<file path="src/hw/rtl/bfba_pkg.sv">
// Shared types and constants for the best-fit block allocator.
`default_nettype none

package bfba_pkg;

  localparam int DEF_MAX_BLOCKS   = 16;
  localparam int DEF_HEADER_BYTES = 8;

  localparam int ADDR_W = 3;

  localparam logic REG_HEAP_BASE = 1'b0;
  localparam logic REG_HEAP_SIZE = 1'b1;

  localparam logic [31:0] RST_HEAP_BASE = 32'd0;
  localparam logic [31:0] RST_HEAP_SIZE = 32'd65536;

  localparam logic CMD_ALLOC = 1'b0;
  localparam logic CMD_FREE  = 1'b1;

  localparam logic [1:0] ST_OK       = 2'd0;
  localparam logic [1:0] ST_NOFIT    = 2'd1;
  localparam logic [1:0] ST_NOTALLOC = 2'd2;
  localparam logic [1:0] ST_ZERO     = 2'd3;

  typedef struct packed {
    logic        command;
    logic [31:0] req_size;
    logic [31:0] free_addr;
  } req_item_t;

  typedef struct packed {
    logic [31:0] addr_out;
    logic [1:0]  status;
  } rsp_item_t;

  typedef struct packed {
    logic [31:0] base;
    logic [31:0] len;
  } desc_t;

endpackage

`default_nettype wire

</file>
<file path="src/hw/rtl/best_fit_block_allocator.sv">
// Best-fit heap allocator over a table of block descriptors.
// Allocate scans the table, decides, and with a split writes the spare entry, then shrinks the best fit;
//   free scans and decides; a zero-size allocate goes straight to the result.
// A new request is not taken until the previous result is loaded; the descriptor scan reads one entry
//   per cycle from the single read port of the descriptor memory.
// Reset is synchronous: registers return to heap_base 0, heap_size 65536 and the table to
//   one free block spanning the heap; a register write re-initializes the table the same way.
`default_nettype none

module best_fit_block_allocator
  import bfba_pkg::*;
#(
  parameter int MAX_BLOCKS   = DEF_MAX_BLOCKS,
  parameter int HEADER_BYTES = DEF_HEADER_BYTES
) (
  input  wire logic              clk,
  input  wire logic              rst,
  input  wire logic              req_valid,
  output logic                   req_stall,
  input  wire req_item_t         req_data,
  output logic                   rsp_valid,
  input  wire logic              rsp_stall,
  output rsp_item_t              rsp_data,
  input  wire logic              psel,
  input  wire logic              penable,
  input  wire logic              pwrite,
  input  wire logic [ADDR_W-1:0] paddr,
  input  wire logic [31:0]       pwdata,
  output logic [31:0]            prdata,
  output logic                   pready
);

  localparam int IW = (MAX_BLOCKS > 1) ? $clog2(MAX_BLOCKS) : 1;
  localparam int CW = IW + 1;
  localparam logic [IW-1:0] LAST = IW'(MAX_BLOCKS - 1);
  localparam logic [CW-1:0] NBLK = CW'(MAX_BLOCKS);
  localparam logic [31:0]   HDR  = 32'(HEADER_BYTES);

  typedef enum logic [5:0] {
    S_IDLE   = 6'b000001,
    S_SCAN   = 6'b000010,
    S_DECIDE = 6'b000100,
    S_SPLIT  = 6'b001000,
    S_SHRINK = 6'b010000,
    S_RESULT = 6'b100000
  } state_t;

  state_t state;

  logic [31:0] heap_base;
  logic [31:0] heap_size;
  logic [MAX_BLOCKS-1:0] valid;
  logic [MAX_BLOCKS-1:0] used;
  logic        fresh0;

  logic        cmd;
  logic [32:0] need;
  logic [31:0] faddr;
  logic [CW-1:0] cnt;
  logic        rd_vld;
  logic [IW-1:0] rd_idx;

  logic        best_found;
  logic [IW-1:0] best_idx;
  logic [31:0] best_base;
  logic [31:0] best_len;
  logic        spare_found;
  logic [IW-1:0] spare_idx;
  logic        match_found;
  logic [IW-1:0] match_idx;

  logic [31:0] res_addr;
  logic [1:0]  res_status;

  logic        acc;
  logic        cfg_wr;
  logic        issue;
  logic        rsp_load;
  logic        split_ok;
  logic [31:0] need32;
  desc_t       rd_data;
  desc_t       cur;
  logic        mem_we;
  logic [IW-1:0] mem_waddr;
  desc_t       mem_wdata;

  assign pready    = 1'b1;
  assign req_stall = (state != S_IDLE);
  assign acc       = req_valid && !req_stall;
  assign cfg_wr    = psel && penable && pwrite && pready;
  assign issue     = (state == S_SCAN) && (cnt < NBLK);
  assign rsp_load  = (state == S_RESULT) && (!rsp_valid || !rsp_stall);
  assign need32    = need[31:0];
  assign split_ok  = (best_len > need32) && spare_found;

  always_comb begin
    case (paddr[2])
      REG_HEAP_BASE: prdata = heap_base;
      REG_HEAP_SIZE: prdata = heap_size;
      default:       prdata = '0;
    endcase
  end

  // Entry zero reads from the registers until the sequencer first rewrites it.
  always_comb begin
    if (rd_idx == '0 && fresh0) begin
      cur.base = heap_base;
      cur.len  = heap_size;
    end else begin
      cur = rd_data;
    end
  end

  always_comb begin
    mem_we    = 1'b0;
    mem_waddr = best_idx;
    mem_wdata.base = best_base;
    mem_wdata.len  = need32;
    if (state == S_SPLIT) begin
      mem_we    = 1'b1;
      mem_waddr = spare_idx;
      mem_wdata.base = best_base + need32;
      mem_wdata.len  = best_len - need32;
    end else if (state == S_SHRINK) begin
      mem_we    = 1'b1;
    end
  end

  bfba_desc_mem #(
    .DEPTH (MAX_BLOCKS),
    .IW    (IW)
  ) u_mem (
    .clk   (clk),
    .we    (mem_we),
    .waddr (mem_waddr),
    .wdata (mem_wdata),
    .raddr (cnt[IW-1:0]),
    .rdata (rd_data)
  );

  // Control: sequencer, table flags, registers, output beat.
  always_ff @(posedge clk) begin
    if (rst) begin
      state     <= S_IDLE;
      rsp_valid <= 1'b0;
      rd_vld    <= 1'b0;
      heap_base <= RST_HEAP_BASE;
      heap_size <= RST_HEAP_SIZE;
      valid     <= MAX_BLOCKS'(1);
      used      <= '0;
      fresh0    <= 1'b1;
    end else begin
      rd_vld <= issue;
      if (cfg_wr) begin
        if (paddr[2] == REG_HEAP_BASE) begin
          heap_base <= pwdata;
        end else begin
          heap_size <= pwdata;
        end
        valid    <= MAX_BLOCKS'(1);
        used     <= '0;
        fresh0   <= 1'b1;
      end
      case (state)
        S_IDLE: begin
          if (acc) begin
            if (req_data.command == CMD_ALLOC && req_data.req_size == '0) begin
              state <= S_RESULT;
            end else begin
              state <= S_SCAN;
            end
          end
        end
        S_SCAN: begin
          if (rd_vld && rd_idx == LAST) begin
            state <= S_DECIDE;
          end
        end
        S_DECIDE: begin
          if (cmd == CMD_ALLOC) begin
            if (!best_found) begin
              state <= S_RESULT;
            end else if (split_ok) begin
              state <= S_SPLIT;
            end else begin
              used[best_idx] <= 1'b1;
              state <= S_RESULT;
            end
          end else begin
            if (match_found) begin
              used[match_idx] <= 1'b0;
            end
            state <= S_RESULT;
          end
        end
        S_SPLIT: begin
          valid[spare_idx] <= 1'b1;
          used[spare_idx]  <= 1'b0;
          if (spare_idx == '0) begin
            fresh0 <= 1'b0;
          end
          state <= S_SHRINK;
        end
        S_SHRINK: begin
          used[best_idx] <= 1'b1;
          if (best_idx == '0) begin
            fresh0 <= 1'b0;
          end
          state <= S_RESULT;
        end
        S_RESULT: begin
          if (rsp_load) begin
            state <= S_IDLE;
          end
        end
        default: state <= S_IDLE;
      endcase
      if (rsp_load) begin
        rsp_valid <= 1'b1;
      end else if (!rsp_stall) begin
        rsp_valid <= 1'b0;
      end
    end
  end

  // Datapath: request latch, scan bookkeeping, result.
  always_ff @(posedge clk) begin
    if (acc) begin
      cmd         <= req_data.command;
      need        <= {1'b0, req_data.req_size} + {1'b0, HDR};
      faddr       <= req_data.free_addr;
      cnt         <= '0;
      best_found  <= 1'b0;
      spare_found <= 1'b0;
      match_found <= 1'b0;
      res_addr    <= '0;
      res_status  <= ST_ZERO;
    end
    if (issue) begin
      cnt    <= cnt + CW'(1);
      rd_idx <= cnt[IW-1:0];
    end
    if (state == S_SCAN && rd_vld) begin
      if (!valid[rd_idx]) begin
        if (!spare_found) begin
          spare_found <= 1'b1;
          spare_idx   <= rd_idx;
        end
      end else if (cmd == CMD_ALLOC) begin
        if (!used[rd_idx] && {1'b0, cur.len} >= need &&
            (!best_found || cur.len < best_len)) begin
          best_found <= 1'b1;
          best_idx   <= rd_idx;
          best_base  <= cur.base;
          best_len   <= cur.len;
        end
      end else begin
        if (used[rd_idx] && !match_found && (cur.base + HDR) == faddr) begin
          match_found <= 1'b1;
          match_idx   <= rd_idx;
        end
      end
    end
    if (state == S_DECIDE) begin
      if (cmd == CMD_ALLOC) begin
        if (best_found) begin
          res_status <= ST_OK;
          res_addr   <= best_base + HDR;
        end else begin
          res_status <= ST_NOFIT;
          res_addr   <= '0;
        end
      end else begin
        res_status <= match_found ? ST_OK : ST_NOTALLOC;
        res_addr   <= '0;
      end
    end
    if (rsp_load) begin
      rsp_data.addr_out <= res_addr;
      rsp_data.status   <= res_status;
    end
  end

endmodule

`default_nettype wire

</file>
<file path="src/hw/rtl/bfba_desc_mem.sv">
// Block descriptor memory: one write port, one registered read port.
`default_nettype none

module bfba_desc_mem
  import bfba_pkg::*;
#(
  parameter int DEPTH = DEF_MAX_BLOCKS,
  parameter int IW    = $clog2(DEF_MAX_BLOCKS)
) (
  input  wire logic          clk,
  input  wire logic          we,
  input  wire logic [IW-1:0] waddr,
  input  wire desc_t         wdata,
  input  wire logic [IW-1:0] raddr,
  output desc_t              rdata
);

  desc_t mem [DEPTH];

  always_ff @(posedge clk) begin
    if (we) begin
      mem[waddr] <= wdata;
    end
  end

  always_ff @(posedge clk) begin
    rdata <= mem[raddr];
  end

endmodule

`default_nettype wire

</file>
<file path="config.mk">
export PLATFORM = sky130hd
export DESIGN_NAME = best_fit_block_allocator
export DESIGN_NICKNAME = d
export VERILOG_FILES = /design/src/hw/rtl/bfba_pkg.sv /design/src/hw/rtl/best_fit_block_allocator.sv /design/src/hw/rtl/bfba_desc_mem.sv
export SDC_FILE = /design/constraint.sdc
export NUM_CORES = 2
export LEC_CHECK = 0
export ABC_AREA = 1
export BUFFER_PORTS_ARGS = -buffer_cell sky130_fd_sc_hd__buf_2
export CAP_MARGIN = 20
export CORE_ASPECT_RATIO = 0.6
export CORE_MARGIN = 10
export CORE_UTILIZATION = 50
export DETAILED_ROUTE_END_ITERATION = 16
export PLACE_DENSITY_LB_ADDON = 0.3
export SLEW_MARGIN = 10
export SYNTH_ARGS = -nofsm -noshare
export SYNTH_HDL_FRONTEND = slang
export SYNTH_SLANG_ARGS = --single-unit
export TNS_END_PERCENT = 1
</file>
<file path="constraint.sdc">
create_clock -name clk -period 9.7 [get_ports clk]
set_input_delay 1.94 -clock clk [delete_from_list [all_inputs] [get_ports clk]]
set_output_delay 1.94 -clock clk [all_outputs]
set_load 0.01 [all_outputs]
</file>
==> impl_metrics.ini <==
[routing]
firstDrtPassIters = 7
wirelength_mm = 196
drt_iter0_markers = 6961
route.antenna.remaining_nets = 0
drc_errors = 0
num_vias = 45700
wl_per_cell_um = 25.6
vias_per_cell = 5.96

[finish]
final_cells = 7669
post-route-util = 0.561
final_cell_mix = 1,243 x edfxtp_1, 902 x nor2_1, 855 x nand2_1
syn2layout_area_growth_pct = 11.1
regArea_mm2 = 0.0408
layout.nets = 6110
layout_commonest_cell = edfxtp_1
final_area_mm2 = 0.0698
multi_input_area_mm2 = 0.0197
fillerInstances = 10300
drive_above_1_share = 0.0955

[floorplanning]
start_util = 0.505
die_h_um = 295
rows = 100
io_pins = 176
die-area_mm2 = 0.141
core_mm2 = 0.124
die_w_um = 478

[placement]
dp.cells = 7420
dpl.hpwl_mm = 126
placed_cell_area_mm2 = 0.0658
portBuffers = 172
place_ws_ns = 3.80
gp_congestion = 1.07

[timing]
fin_crit_sh = 0.628
period_minus_slack_ns = 6.10
slew_headroom = 0.0912
final.setup.tns_ns = 0
clock_skew_ns = 0.0371
grt_setup_unrepaired = no
worst_slack_ns = 3.60
fmax_ghz = 0.164
maxSlewViolCount = 0
tightestPinTransition_ns = 1.36
setup_viol = 0
hold_viol = 0

[setup_path]
cp_top_family = buffers and inverters
timing.critical_path.buf_inv = 6
slowest_delay_ns = 0.62
cp-end-kind = flop
crit_path_start_kind = flop
critPathKind = flop to flop
crit_path_max_fanout = 43
arrival_ns = 6.50
cp_slowest_cell = edfxtp_1
critPathMostFrequentCell = nand2_1
crit_path_cell_trace = nor2_4 > nand3_4 > buf_4 > inv_2 > nand2_1 > nand2_1 > ha_1 > inv_1 > nor3_1 > nor2_1 > a21boi_0 > o21ai_0 > nand2_1 > a21boi_0 > o21ai_0 > nand2_1 > inv_1 > nand2_1 > inv_2 > buf_4
critical_path_required_ns = 10.10

[logic_synthesis]
synth_cells = 5734
async_flop_share = 0
synth_edf_count = 1243
synth_nets = 5973
synth-seq-cells = 1415
ys_warn_count = 0
seq_area_frac_synth = 0.648
ys_types = 60
syn_avg_cell_area_um2 = 11.0
yosys_most_used_dff = edfxtp_1
netlist_area_mm2 = 0.0629

[pwr]
leakagePower_nw = 25.6
p_per_area_mw_per_mm2 = 272
ir_drop_uv = 275

[clock_tree]
tritoncts = done
cts_resized = 0
cts_inserted_buffers = 120
cts-root-buf = clkbuf_16
htree_levels = 3
numClockSinks = 1415
clock_latency_ns = 0.77
path_clk_slew_ns = 0.07
postCtsSetupBuffers = 0
cts_hold_buf = 0
clockBufferDepth = 3

[global_route]
grt_max_degree = 227
grt_usage = 0.268
grt_pass1_wl_mm = 281
grt_overflow = 0
antenna_found_initial = 15
grt_pass1_vias = 41400

[run_status]
status = completed

[run]
cap_violations = 0

[worst_hold_path]
hp-class = flop to flop
==> state kept, by name (all words and copies together) (netlist names), 5 cells and up <==
name         cells
u_mem.rdata     64
rsp_data        34
best_len        32
heap_size       32
heap_base       32
valid           16
cnt              5
res_addr        32
u_mem.mem     1024
best_base       32
state            6
need            33
used            16
faddr           32
==> synthesized netlist by cell type (10+ instances only) <==
| library cell | number | area share |
|---|---|---|
| o221ai_1 | 108 | 0.015 |
| nand2_1 | 855 | 0.051 |
| nor2_1 | 923 | 0.055 |
| edfxtp_1 | 1243 | 0.59 |
| nor3_1 | 35 | 0.0028 |
| nor4_1 | 20 | 0.0020 |
| xnor2_1 | 34 | 0.0047 |
| o21ai_0 | 504 | 0.040 |
| nand3_1 | 282 | 0.022 |
| o21ai_2 | 15 | 0.0021 |
| o21a_1 | 13 | 0.0016 |
| xor2_1 | 47 | 0.0065 |
| clkbuf_1 | 230 | 0.014 |
| buf_2 | 13 | 0.0010 |
| inv_1 | 397 | 0.024 |
| ha_1 | 130 | 0.026 |
| buf_1 | 25 | 0.0015 |
| o211ai_1 | 27 | 0.0032 |
| or2_2 | 18 | 0.0018 |
| mux2i_1 | 105 | 0.017 |
| o21bai_1 | 10 | 0.0012 |
| a21oi_1 | 172 | 0.014 |
| nand3b_1 | 14 | 0.0017 |
| o32ai_1 | 165 | 0.023 |
| nand4_1 | 56 | 0.0056 |
| a31oi_1 | 18 | 0.0018 |
| dfxtp_1 | 172 | 0.055 |
==> layer usage <==
metal / global-route usage / up-vias / wire (µm)
met3: 0.117 / 281 / 28700
met2: 0.365 / 2607 / 79300
met1: 0.388 / 22100 / 83400
met4: 0.0646 / 12 / 4730
li1: - / 20800 / -
met5: 0.0101 / - / 251
==> report_power, final <==
group / switching, W / leakage, nW / internal, W
Sequential: 0.000632 / 12.7 / 0.00740
Combinational: 0.00427 / 11.0 / 0.00187
Clock: 0.00222 / 1.91 / 0.00264
Total: 0.00713 / 25.6 / 0.0119
==> worst paths after layout <==
check | to | from | slack (ns) | cells past startpoint
min | rsp_data[8] | res_addr[6] | 0.42 | 0
max | best_base[16] | rd_idx[2] | 3.60 | 20
min reg2reg | rsp_data[8] | res_addr[6] | 0.42 | 0
max reg2reg | best_base[16] | rd_idx[2] | 3.60 | 20
==> per-stage QoR <==
stage	power (W)	hold slack, ns
2_1_floorplan	0.0118	0.400
3_3_place_gp	0.0140	0.405
3_5_place_dp	0.0140	0.405
4_1_cts	0.0189	0.404
5_1_grt	0.0199	0.420
6_report	0.0190	0.416
==> final cells by class <==
| type | count | area share |
|---|---|---|
| multi-input cells | 3637 | 0.281 |
| flip-flops and latches | 1415 | 0.584 |
| clock inverters | 54 | 0.00729 |
| clock buffers | 174 | 0.0489 |
| inverters | 404 | 0.0219 |
| well taps | 1683 | 0.0301 |
| repair buffers | 293 | 0.0264 |
| diodes | 9 | 0.000322 |
==> logic make-up (layout without fill, tap and decap cells) <==
group | after synthesis | after routing | share of synthesized area
AOI/OAI and AO/OA | 1076 | 1076 | 0.107
xor gates and xnor gates | 82 | 82 | 0.0115
adders and majority gates | 132 | 132 | 0.0265
buffers and inverters | 682 | 925 | 0.0418
DFF | 1415 | 1415 | 0.648
muxes | 105 | 105 | 0.0167
other | 1 | 10 | 0.0000596
and+or+nand+nor | 2241 | 2241 | 0.148
No activity file was read; power rests on OpenSTA's default activity.
